`src/rtl/core/cjpr_pkg.sv`:
```
`timescale 1ns / 1ps

package cjpr_pkg;

  // request kinds on the input stream
  localparam logic REQ_START = 1'b0;
  localparam logic REQ_BYTE  = 1'b1;

  // result kinds on the output stream
  localparam logic KIND_CAMERA = 1'b0;
  localparam logic KIND_STORE  = 1'b1;

  // acknowledge framing
  localparam logic [7:0] ACK_SYNC  = 8'hAA;
  localparam logic [7:0] ACK_ID    = 8'h0E;
  localparam logic [7:0] ACK_ZERO  = 8'h00;
  localparam logic [7:0] ACK_CLOSE = 8'hF0;
  localparam int         ACK_BYTES = 6;
  localparam int         ACK_POS_W = $clog2(ACK_BYTES);

  // payload bytes per camera packet
  localparam int PACKET_DATA_BYTES = 506;

  // counter widths
  localparam int PKT_NUM_W   = 16;
  localparam int SIZE_W      = 24;
  localparam int TOTAL_W     = 25;
  localparam int LEN_W       = 16;
  localparam int BOUND_W     = PKT_NUM_W + 1 + $clog2(PACKET_DATA_BYTES + 1);

  // command queue between parser and emitter
  localparam int QUEUE_DEPTH = 4;
  localparam int QUEUE_AW    = $clog2(QUEUE_DEPTH);

  typedef struct packed {
    logic       is_ack;   // 1: six-byte acknowledge, 0: one payload byte
    logic [7:0] b0;       // payload byte, or id low byte of acknowledge
    logic [7:0] b1;       // id high byte of acknowledge
    logic       closing;  // closing acknowledge: flag done on final byte
    logic       err;      // checksum failure, with closing
  } cmd_t;

endpackage

```
`src/rtl/core/camera_jpeg_packet_receiver.sv`:
```
`timescale 1ns / 1ps
// Channel   Dir  Handshake           Payload
// s_*       in   s_tvalid/s_tready   s_tuser: req_type; s_tdata[7:0]: rx_byte
// m_*       out  m_tvalid/m_tready   m_tuser: out_kind; m_tlast: last;
//                                    m_tdata: out_byte, done_res, error
//
// One input transaction is taken per cycle while the command queue has room.
// Each transaction yields at most one queued command; the emitter drains a
// payload command as one output byte and an acknowledge as six bytes, so
// acknowledges set the output rate. The queue is four commands deep.
// rst is synchronous and returns the parser to idle with the queue empty.
// A stalled output holds its register and lets the queue absorb input.

module camera_jpeg_packet_receiver (
  input  logic        clk,
  input  logic        rst,
  input  logic        s_tvalid,
  output logic        s_tready,
  input  logic [7:0]  s_tdata,   // [7:0] rx_byte
  input  logic        s_tuser,   // [0] req_type
  output logic        m_tvalid,
  input  logic        m_tready,
  output logic [15:0] m_tdata,   // [7:0] out_byte, [8] done_res, [9] error, rest zero
  output logic        m_tuser,   // [0] out_kind
  output logic        m_tlast
);

  logic           accept;
  logic           push;
  cjpr_pkg::cmd_t push_cmd;
  logic           full;
  logic           pop;
  logic           not_empty;
  cjpr_pkg::cmd_t head;

  // take a transaction whenever the queue can hold what it may produce
  assign s_tready = !full;
  assign accept   = s_tvalid && s_tready;

  // parse camera bytes, track packet bookkeeping, issue commands
  cjpr_front u_front (
    .clk      (clk),
    .rst      (rst),
    .accept   (accept),
    .req_type (s_tuser),
    .rx_byte  (s_tdata),
    .push     (push),
    .push_cmd (push_cmd)
  );

  // decouple parsing from emission
  cjpr_fifo u_fifo (
    .clk       (clk),
    .rst       (rst),
    .push      (push),
    .push_cmd  (push_cmd),
    .full      (full),
    .pop       (pop),
    .not_empty (not_empty),
    .head      (head)
  );

  // expand commands into output bytes through a registered stage
  cjpr_back u_back (
    .clk      (clk),
    .rst      (rst),
    .q_valid  (not_empty),
    .q_head   (head),
    .q_pop    (pop),
    .m_tvalid (m_tvalid),
    .m_tready (m_tready),
    .m_tdata  (m_tdata),
    .m_tuser  (m_tuser),
    .m_tlast  (m_tlast)
  );

endmodule

```
`src/rtl/core/cjpr_fifo.sv`:
```
`timescale 1ns / 1ps

module cjpr_fifo (
  input  logic           clk,
  input  logic           rst,
  input  logic           push,
  input  cjpr_pkg::cmd_t push_cmd,
  output logic           full,
  input  logic           pop,
  output logic           not_empty,
  output cjpr_pkg::cmd_t head
);

  cjpr_pkg::cmd_t                 entries [cjpr_pkg::QUEUE_DEPTH];
  logic [cjpr_pkg::QUEUE_AW-1:0]  wr_ptr;
  logic [cjpr_pkg::QUEUE_AW-1:0]  rd_ptr;
  logic [cjpr_pkg::QUEUE_AW:0]    count;

  assign full      = (count == (cjpr_pkg::QUEUE_AW + 1)'(cjpr_pkg::QUEUE_DEPTH));
  assign not_empty = (count != '0);
  assign head      = entries[rd_ptr];

  always_ff @(posedge clk) begin
    if (push) begin
      entries[wr_ptr] <= push_cmd;
    end
  end

  always_ff @(posedge clk) begin
    if (rst) begin
      wr_ptr <= '0;
      rd_ptr <= '0;
      count  <= '0;
    end else begin
      if (push) begin
        wr_ptr <= (wr_ptr == (cjpr_pkg::QUEUE_AW)'(cjpr_pkg::QUEUE_DEPTH - 1)) ?
                  '0 : wr_ptr + 1'b1;
      end
      if (pop) begin
        rd_ptr <= (rd_ptr == (cjpr_pkg::QUEUE_AW)'(cjpr_pkg::QUEUE_DEPTH - 1)) ?
                  '0 : rd_ptr + 1'b1;
      end
      case ({push, pop})
        2'b10:   count <= count + 1'b1;
        2'b01:   count <= count - 1'b1;
        default: count <= count;
      endcase
    end
  end

endmodule

```
`src/rtl/core/cjpr_front.sv`:
```
`timescale 1ns / 1ps

module cjpr_front (
  input  logic           clk,
  input  logic           rst,
  input  logic           accept,
  input  logic           req_type,
  input  logic [7:0]     rx_byte,
  output logic           push,
  output cjpr_pkg::cmd_t push_cmd
);

  typedef enum logic [2:0] {
    PH_IDLE,
    PH_SIZE,
    PH_HDR,
    PH_PAY,
    PH_TRL
  } phase_t;

  phase_t                              phase, phase_next;
  logic [cjpr_pkg::LEN_W-1:0]          byte_index, byte_index_next;
  logic [cjpr_pkg::SIZE_W-1:0]         image_size, image_size_next;
  logic [cjpr_pkg::TOTAL_W-1:0]        received_total, received_total_next;
  logic [cjpr_pkg::PKT_NUM_W-1:0]      packet_number, packet_number_next;
  logic [cjpr_pkg::BOUND_W-1:0]        bound, bound_next;
  logic [cjpr_pkg::LEN_W-1:0]          packet_length, packet_length_next;
  logic [7:0]                          running_sum, running_sum_next;
  logic                                sum_mismatch, sum_mismatch_next;
  logic [cjpr_pkg::LEN_W:0]            index_inc;

  assign index_inc = {1'b0, byte_index} + 1'b1;

  // bound holds PACKET_DATA_BYTES * (packet_number + 1): the transfer ends once
  // the image size falls below it, which matches the packet index passing
  // size / PACKET_DATA_BYTES without a divider
  always_comb begin
    phase_next          = phase;
    byte_index_next     = byte_index;
    image_size_next     = image_size;
    received_total_next = received_total;
    packet_number_next  = packet_number;
    bound_next          = bound;
    packet_length_next  = packet_length;
    running_sum_next    = running_sum;
    sum_mismatch_next   = sum_mismatch;
    push                = 1'b0;
    push_cmd            = '0;

    if (accept) begin
      if (req_type == cjpr_pkg::REQ_START) begin
        phase_next          = PH_SIZE;
        byte_index_next     = '0;
        image_size_next     = '0;
        received_total_next = '0;
        packet_number_next  = '0;
        bound_next          = (cjpr_pkg::BOUND_W)'(cjpr_pkg::PACKET_DATA_BYTES);
        packet_length_next  = '0;
        running_sum_next    = '0;
        sum_mismatch_next   = 1'b0;
      end else begin
        case (phase)
          PH_SIZE: begin
            if (byte_index == 16'd3) image_size_next[7:0]   = rx_byte;
            if (byte_index == 16'd4) image_size_next[15:8]  = rx_byte;
            if (byte_index == 16'd5) image_size_next[23:16] = rx_byte;
            byte_index_next = index_inc[cjpr_pkg::LEN_W-1:0];
            if (byte_index == 16'd5) begin
              received_total_next = '0;
              packet_number_next  = '0;
              bound_next = (cjpr_pkg::BOUND_W)'(cjpr_pkg::PACKET_DATA_BYTES);
              push = 1'b1;
              if (image_size_next == '0) begin
                phase_next       = PH_IDLE;
                byte_index_next  = '0;
                push_cmd.is_ack  = 1'b1;
                push_cmd.b0      = cjpr_pkg::ACK_CLOSE;
                push_cmd.b1      = cjpr_pkg::ACK_CLOSE;
                push_cmd.closing = 1'b1;
              end else begin
                phase_next         = PH_HDR;
                byte_index_next    = '0;
                running_sum_next   = '0;
                packet_length_next = '0;
                sum_mismatch_next  = 1'b0;
                push_cmd.is_ack    = 1'b1;
              end
            end
          end
          PH_HDR: begin
            running_sum_next = running_sum + rx_byte;
            if (byte_index == 16'd2) packet_length_next[7:0]  = rx_byte;
            if (byte_index == 16'd3) packet_length_next[15:8] = rx_byte;
            byte_index_next = index_inc[cjpr_pkg::LEN_W-1:0];
            if (byte_index == 16'd3) begin
              received_total_next = received_total +
                                    (cjpr_pkg::TOTAL_W)'(packet_length_next);
              byte_index_next = '0;
              phase_next = (packet_length_next == '0) ? PH_TRL : PH_PAY;
            end
          end
          PH_PAY: begin
            running_sum_next = running_sum + rx_byte;
            push             = 1'b1;
            push_cmd.is_ack  = 1'b0;
            push_cmd.b0      = rx_byte;
            if (index_inc >= {1'b0, packet_length}) begin
              byte_index_next = '0;
              phase_next      = PH_TRL;
            end else begin
              byte_index_next = index_inc[cjpr_pkg::LEN_W-1:0];
            end
          end
          PH_TRL: begin
            if (byte_index == '0) begin
              sum_mismatch_next = (running_sum != rx_byte);
              byte_index_next   = 16'd1;
            end else begin
              push            = 1'b1;
              push_cmd.is_ack = 1'b1;
              if (sum_mismatch ||
                  (packet_number == '1) ||
                  ((cjpr_pkg::BOUND_W)'(image_size) < bound) ||
                  (received_total >= (cjpr_pkg::TOTAL_W)'(image_size))) begin
                phase_next       = PH_IDLE;
                byte_index_next  = '0;
                push_cmd.b0      = cjpr_pkg::ACK_CLOSE;
                push_cmd.b1      = cjpr_pkg::ACK_CLOSE;
                push_cmd.closing = 1'b1;
                push_cmd.err     = sum_mismatch;
              end else begin
                packet_number_next = packet_number + 1'b1;
                bound_next = bound + (cjpr_pkg::BOUND_W)'(cjpr_pkg::PACKET_DATA_BYTES);
                phase_next         = PH_HDR;
                byte_index_next    = '0;
                running_sum_next   = '0;
                packet_length_next = '0;
                sum_mismatch_next  = 1'b0;
                push_cmd.b0        = packet_number_next[7:0];
                push_cmd.b1        = packet_number_next[15:8];
              end
            end
          end
          default: begin
            phase_next = phase;
          end
        endcase
      end
    end
  end

  always_ff @(posedge clk) begin
    if (rst) begin
      phase          <= PH_IDLE;
      byte_index     <= '0;
      image_size     <= '0;
      received_total <= '0;
      packet_number  <= '0;
      bound          <= (cjpr_pkg::BOUND_W)'(cjpr_pkg::PACKET_DATA_BYTES);
      packet_length  <= '0;
      running_sum    <= '0;
      sum_mismatch   <= 1'b0;
    end else begin
      phase          <= phase_next;
      byte_index     <= byte_index_next;
      image_size     <= image_size_next;
      received_total <= received_total_next;
      packet_number  <= packet_number_next;
      bound          <= bound_next;
      packet_length  <= packet_length_next;
      running_sum    <= running_sum_next;
      sum_mismatch   <= sum_mismatch_next;
    end
  end

endmodule

```
`src/rtl/core/cjpr_back.sv`:
```
`timescale 1ns / 1ps

module cjpr_back (
  input  logic           clk,
  input  logic           rst,
  input  logic           q_valid,
  input  cjpr_pkg::cmd_t q_head,
  output logic           q_pop,
  output logic           m_tvalid,
  input  logic           m_tready,
  output logic [15:0]    m_tdata,
  output logic           m_tuser,
  output logic           m_tlast
);

  cjpr_pkg::cmd_t                 cur;
  logic                           cur_valid;
  logic [cjpr_pkg::ACK_POS_W-1:0] pos;

  cjpr_pkg::cmd_t                 src;
  logic [cjpr_pkg::ACK_POS_W-1:0] src_pos;
  logic                           src_valid;
  logic                           load;
  logic                           item_last;
  logic [7:0]                     item_byte;

  assign src       = cur_valid ? cur : q_head;
  assign src_pos   = cur_valid ? pos : '0;
  assign src_valid = cur_valid || q_valid;
  assign load      = src_valid && (!m_tvalid || m_tready);
  assign q_pop     = load && !cur_valid;
  assign item_last = !src.is_ack ||
                     (src_pos == (cjpr_pkg::ACK_POS_W)'(cjpr_pkg::ACK_BYTES - 1));

  always_comb begin
    if (!src.is_ack) begin
      item_byte = src.b0;
    end else begin
      case (src_pos)
        3'd0:    item_byte = cjpr_pkg::ACK_SYNC;
        3'd1:    item_byte = cjpr_pkg::ACK_ID;
        3'd4:    item_byte = src.b0;
        3'd5:    item_byte = src.b1;
        default: item_byte = cjpr_pkg::ACK_ZERO;
      endcase
    end
  end

  always_ff @(posedge clk) begin
    if (load) begin
      m_tdata <= {6'd0, item_last && src.closing && src.err,
                  item_last && src.closing, item_byte};
      m_tuser <= src.is_ack ? cjpr_pkg::KIND_CAMERA : cjpr_pkg::KIND_STORE;
      m_tlast <= item_last;
      cur     <= src;
      pos     <= src_pos + 1'b1;
    end
  end

  always_ff @(posedge clk) begin
    if (rst) begin
      m_tvalid  <= 1'b0;
      cur_valid <= 1'b0;
    end else begin
      if (load) begin
        m_tvalid  <= 1'b1;
        cur_valid <= !item_last;
      end else if (m_tready) begin
        m_tvalid  <= 1'b0;
      end
    end
  end

endmodule
```
`config.mk`:
```
export PLATFORM = sky130hd
export DESIGN_NAME = camera_jpeg_packet_receiver
export DESIGN_NICKNAME = d
export VERILOG_FILES = /design/src/rtl/core/cjpr_pkg.sv /design/src/rtl/core/camera_jpeg_packet_receiver.sv /design/src/rtl/core/cjpr_fifo.sv /design/src/rtl/core/cjpr_front.sv /design/src/rtl/core/cjpr_back.sv
export SDC_FILE = /design/constraint.sdc
export NUM_CORES = 1
export LEC_CHECK = 0
export BUFFER_PORTS_ARGS = -buffer_cell sky130_fd_sc_hd__buf_2
export CAP_MARGIN = 20
export CORE_AREA = 8 8 148 205
export CTS_CLUSTER_SIZE = 16
export DETAILED_ROUTE_END_ITERATION = 7
export DIE_AREA = 0 0 156 213
export PLACE_DENSITY = 0.69
export SLEW_MARGIN = 40
export SYNTH_ARGS = -nofsm -noshare
export SYNTH_HDL_FRONTEND = slang
export SYNTH_SLANG_ARGS = --single-unit
```
`constraint.sdc`:
```
create_clock -name clk -period 9.6 [get_ports clk]
set_clock_uncertainty 0.1 [all_clocks]
set_input_delay 1.92 -clock clk [delete_from_list [all_inputs] [get_ports clk]]
set_output_delay 1.92 -clock clk [all_outputs]
set_load 0.05 [all_outputs]
```
### After elaboration in Yosys (flattened, before gate mapping)

Memory sizes are Yosys's and may differ from the RTL's. A register that Yosys moved wholly into a read port is not among the register bits.
Index checks and enable logic that the tools add are counted.

* input port bits: 13
* logic and storage cells: 198
* bits in latches: 0
* memories kept: 1
* register bits after elaboration: 178
* ROM bits: 0
* RAM bits: 76

* eq/ne operators: 31
* divide/modulo/power cells: 0
* mux-type cells: 98
* reduce and logical (&&, ||, !) cells: 32
* $lt $le $gt $ge: 3
* add/subtract/negate cells: 10
* bitwise logic cells: 0
* shift-type cells: 0
* multipliers: 0

Memories
* u_fifo.entries: depth 4, bits a word 19, read ports 1, clocked after Yosys merged registers in 1, write ports 1, RTL line cjpr_fifo.sv:14 `cjpr_pkg::cmd_t entries [cjpr_pkg::QUEUE_DEPTH];`

Operator list (count)
* $mux 16: 14
* $mux 8: 26
* $mux 26: 4
* $mux 19: 4
* $mux 25: 3
* $pmux 16 s4: 1
* $pmux 26 s2: 1
* $pmux 25 s2: 1
* $mux 24: 2
* $pmux 16 s3: 1
* $eq 16x2->1 const B: 2
* $eq 16x3->1 const B: 2
* $logic_not 16->1: 2
* $pmux 16 s2: 1
* $pmux 8 s4: 1
* $pmux 9 s3: 1
* $add 26x9->26 const B: 1
* $lt 24x26->1: 1
* $add 25x16->25: 1
* $ge 25x24->1: 1
* $logic_not 24->1: 1
* $pmux 8 s3: 1
* $mux 3: 7
* $mux 18: 1
* other kinds (41): 94

### Logic depth before layout (Yosys ltp)

* depth after elaboration: 11
* depth in mapped cells: 18

### Cells and area by module

A second synthesis with hierarchy kept.

* cells, all modules: 1484
* area total of the unflattened synthesis: 14567.7 µm²

Modules (own cells, without submodules)
* cjpr_front: cells an instance 1214, area an instance 9585.4 µm², sequential area each 2682.6 µm², instances 1
* cjpr_fifo: cells an instance 143, area an instance 3225.6 µm², sequential area each 2462.4 µm², instances 1
* cjpr_back: cells an instance 125, area an instance 1746.7 µm², sequential area each 1061.0 µm², instances 1
* camera_jpeg_packet_receiver: cells an instance 2, area an instance 10.0 µm², sequential area each 0.0 µm², instances 1

### Least setup slack after synthesis

OpenSTA, ideal clock, no wires.

* kind: input to register
* start: input port s_tdata[1]
* end: register u_front.received_total[17] (netlist name)
* arrival: 4.220 ns
* stages: 10
* buffers on the path: 0
* library setup time: 0.117 ns
* path slack: 5.163 ns
* path through: mux2_2 ha_1 a211o_1 a2111oi_2 o211ai_1 nor2b_1 a221o_1 o211ai_1 xor2_1 nor2_1

* longest elaborated chain between the ends: 8
* elaborated cells on any way between the ends: 12
* classes of those cells: add/sub (1); mux (11)

Ends and longest elaborated chain
* start: declaration: RTL line camera_jpeg_packet_receiver.sv:19 `input logic [7:0] s_tdata,`
* $mux 8, on equally long branches: RTL line cjpr_front.sv:92, cjpr_front.sv:93
* $mux 8: RTL line cjpr_front.sv:62 `case (phase)`
* $mux 8: RTL line cjpr_front.sv:51 `if (req_type == cjpr_pkg::REQ_START) begin`
* $mux 8: RTL line cjpr_front.sv:50 `if (accept) begin`
* $add 25x16->25 *: RTL line cjpr_front.sv:96 `received_total_next = received_total +`
* $mux 25 *: RTL line cjpr_front.sv:95 `if (byte_index == 16'd3) begin`
* $pmux 25 s2 *: RTL line cjpr_front.sv:62
* $mux 25 *: RTL line cjpr_front.sv:51
* end signal: assignment: RTL line cjpr_front.sv:167 `received_total <= received_total_next;`
* end: declaration: RTL line cjpr_front.sv:24 `logic [cjpr_pkg::TOTAL_W-1:0] received_total, received_total_next;`

Every way passes the cells marked *; elsewhere a longest branch is shown, timed or not. The select of a mux whose other input is x is not followed.
A chain may end at the register's enable or synchronous reset.

### Worst setup path in the final report

* start: register u_front.byte_index[10] (netlist name)
* end: register u_front.received_total[22] (netlist name)

* longest elaborated chain between the ends: 9
* elaborated cells on any way between the ends: 18
* classes of those cells: add/sub (1); eq/ne (5); mux (11); reduce/logical (1)

Ends and longest elaborated chain
* start: declaration: RTL line cjpr_front.sv:22 `logic [cjpr_pkg::LEN_W-1:0] byte_index, byte_index_next;`
* start signal: assignment: RTL line cjpr_front.sv:165 `byte_index <= byte_index_next;`
* $eq 16x2->1, on equally long branches: RTL line cjpr_front.sv:92, cjpr_front.sv:93, cjpr_front.sv:95
* $mux 8, on equally long branches: RTL line cjpr_front.sv:92, cjpr_front.sv:93
* $mux 8: RTL line cjpr_front.sv:62
* $mux 8: RTL line cjpr_front.sv:51
* $mux 8: RTL line cjpr_front.sv:50
* $add 25x16->25: RTL line cjpr_front.sv:96
* $mux 25: RTL line cjpr_front.sv:95
* $pmux 25 s2: RTL line cjpr_front.sv:62
* $mux 25: RTL line cjpr_front.sv:51

Several ways; a longest one is shown, not always the timed one. The select of a mux whose other input is x is not followed.

==> metrics.csv <==
stage;metric;value;unit
run_status;status;finished, final reports clean;
clock_network;cts_buffers;27;
yosys;synth-main-ff-cell;dfxtp_1;
sta;setup_viol;0;
sta;finalSetupTns;0;ps
clock_network;cts_sinks;255;
clock_network;root_buffer;clkbuf_16;
drt;vias;11600;
layout;drive_above_1_share;11.2;%
drt;post-route-drc-count;0;
sta;rsz0062_at_grt;false;
setup_path;endpoint_kind;register;
layout;syn2layout_area_growth;9.02;%
setup_path;worst-path-buf-inv;0;
floorplan;chipWidth;156;um
placed_design;io_buffers;26;
grt;grt_util_all_layers;22.4;%
sta;slew_viol_final;0;
sta;slew_headroom;47.7;%
layout;final_cell_count_no_fill;1917;
setup_path;path_cells;nor4_4, and4_4, and3b_1, mux2_2, ha_1, fa_1, a211oi_1, nor2_1, o211ai_1, a31oi_1, a31oi_1, o21ai_0, a21oi_1;
yosys;synth_cells;1540;
clock_network;path_clk_slew;60;ps
grt;grt_max_degree;64;
clock_network;post_cts_buffers;0;
grt;grt_pass1_vias;11500;
yosys;ys_ff_latch;255;
floorplan;rows;72;
grt;antenna_found_initial;0;
sta;worstMarginPinSlew;785;ps
job;max-cap-violations;0;
sta;fmax;0.217;GHz
setup_path;crit_family;compound AO/OA/AOI/OAI gates;
drt;drt_wl_total;36900;um
setup_path;worst_path_max_delay_cell;and3b_1;
drt;avgViaCountPerCell;6.04;
yosys;syn_area;0.0148;mm^2
layout;diodes;0;
hold_path;worstHoldPathType;register to register;
grt;grt-ovfl-total;0;
sta;setup_slack;5000;ps
pwr;power;3.09;mW
drt;first_pass_iters;6;
layout;layout_commonest_cell;nand2_1;
setup_path;crit_required;9950;ps
yosys;ys_types;92;
placed_design;place_inst;1868;
floorplan;dieArea;0.0332;mm^2
yosys;ys_warn_count;0;
setup_path;startpoint_type;register;
yosys;synth.yosys.seq_area_share;42.0;%
drt;wl_per_cell;19.3;um
setup_path;r2r_slack;5000;ps
layout;final_util;59.0;%
placed_design;dp_hpwl;26900;um
floorplan;start_util;54.2;%
drt;antenna_left;0;
setup_path;crit_arrival;4950;ps
pwr;leakagePower;5.96;nW
placed_design;pre_cts_slack;4630;ps
setup_path;criticalPathCategory;register to register;
floorplan;core;0.0273;mm^2
floorplan;die_height;213;um
sta;hold_viol;0;
yosys;async_flop_share;0;%
sta;hold_ws;363;ps
clock_network;clockBufferDepth;3;
clock_network;cts_tree;built;
placed_design;placed_cell_area;0.0151;mm^2
pwr;p_per_area;191;mW/mm^2
pwr;vdd_drop_max;0.151;mV
layout;nets;1644;
grt;grt_pass1_wl;59900;um
clock_network;cts_max_level;1;
setup_path;crit_top_cell;a31oi_1;
floorplan;io_pins;33;
clock_network;worstSkewPairLatency;540;ps
layout;design_area;0.0161;mm^2
setup_path;cpPeakStageDelay;540;ps
setup_path;crit_fanout;16;
clock_network;cts_resized;0;
layout;layout_common_cells;nand2_1 (146), dfxtp_1 (145), nor2_1 (120), a21oi_1 (113), edfxtp_1 (110);
yosys;synth_edf_count;110;
placed_design;gp_congestion;0.878;
sta;post-route-min-period;4600;ps
sta;fin_crit_sh;47.9;%
drt;drt_iter0_markers;962;
clock_network;hold_buffers;0;
yosys;syn_area_per_cell;9.60;um^2
## cell type report
| class | instances | area (um^2) |
|---|---|---|
| flip-flops and latches | 255 | 6210 |
| multi-input cells | 1107 | 7860 |
| clock buffers | 30 | 707 |
| well taps | 370 | 463 |
| clock inverters | 19 | 282 |
| inverters | 97 | 364 |
| repair buffers | 39 | 238 |
| fillers | 2354 | 11200 |
## kinds of logic after synthesis
| group | share of synthesized area (%) |
|---|---|
| adders and majority gates | 8.95 |
| DFF | 42.0 |
| AOI/OAI and AO/OA | 16.6 |
| and+or+nand+nor | 17.2 |
| buffers and inverters | 5.44 |
| other | 0.0254 |
| xor gates and xnor gates | 3.20 |
| muxes | 6.67 |
## state kept, by name (all words and copies together) (netlist names), 3 cells and up, named ones only
name                    cells
u_back.cur                 19
u_back.m_tdata             10
u_back.pos                  3
u_fifo.count                3
u_fifo.entries             76
u_front.bound              25
u_front.byte_index         16
u_front.image_size         24
u_front.packet_length      16
u_front.packet_number      16
u_front.phase               3
u_front.received_total     25
u_front.running_sum         8
## power breakdown
part	total (mW)	switching, mW	internal [mW]
sequential	1.30	0.0339	1.26
combinational	0.623	0.421	0.202
clock	1.16	0.445	0.718
## final timing paths
path,startpoint,end,depth (start not counted)
setup / recovery,u_front.byte_index[10],u_front.received_total[22],13
hold / removal,u_front.bound[20],u_front.bound[20],2
setup reg to reg,u_front.byte_index[10],u_front.received_total[22],13
hold reg to reg,u_front.bound[20],u_front.bound[20],2
## per-layer routing
metal	vias up	GRT usage, %	part of all wire [%]
met2	293	41.9	53
met1	5564	25.5	40
met5	-	0	0
li1	5627	-	-
met4	0	9.13	3.8
met3	92	2.19	3.9
## cells in the mapped netlist, types with 22 or more instances
| cell | number | area share [%] |
|---|---|---|
| clkbuf_1 | 41 | 1.0 |
| nand4_1 | 24 | 1.0 |
| a21oi_1 | 113 | 3.8 |
| mux2i_1 | 31 | 2.1 |
| edfxtp_1 | 110 | 22 |
| dfxtp_1 | 145 | 20 |
| nor2_1 | 121 | 3.1 |
| o21ai_0 | 70 | 2.4 |
| or3_1 | 29 | 1.2 |
| nand2_1 | 146 | 3.7 |
| xnor2_1 | 33 | 2.0 |
| mux2_2 | 22 | 1.7 |
| inv_1 | 96 | 2.4 |
| a22oi_1 | 36 | 1.8 |
| nand3_1 | 51 | 1.7 |
| ha_1 | 101 | 8.5 |
## worst min-delay path, stage by stage (launching register included)
cell and delay [ps]:
dfxtp_1 310, nand2_1 50, mux2i_1 50
Note: power is estimated with default switching activity, not from simulation.
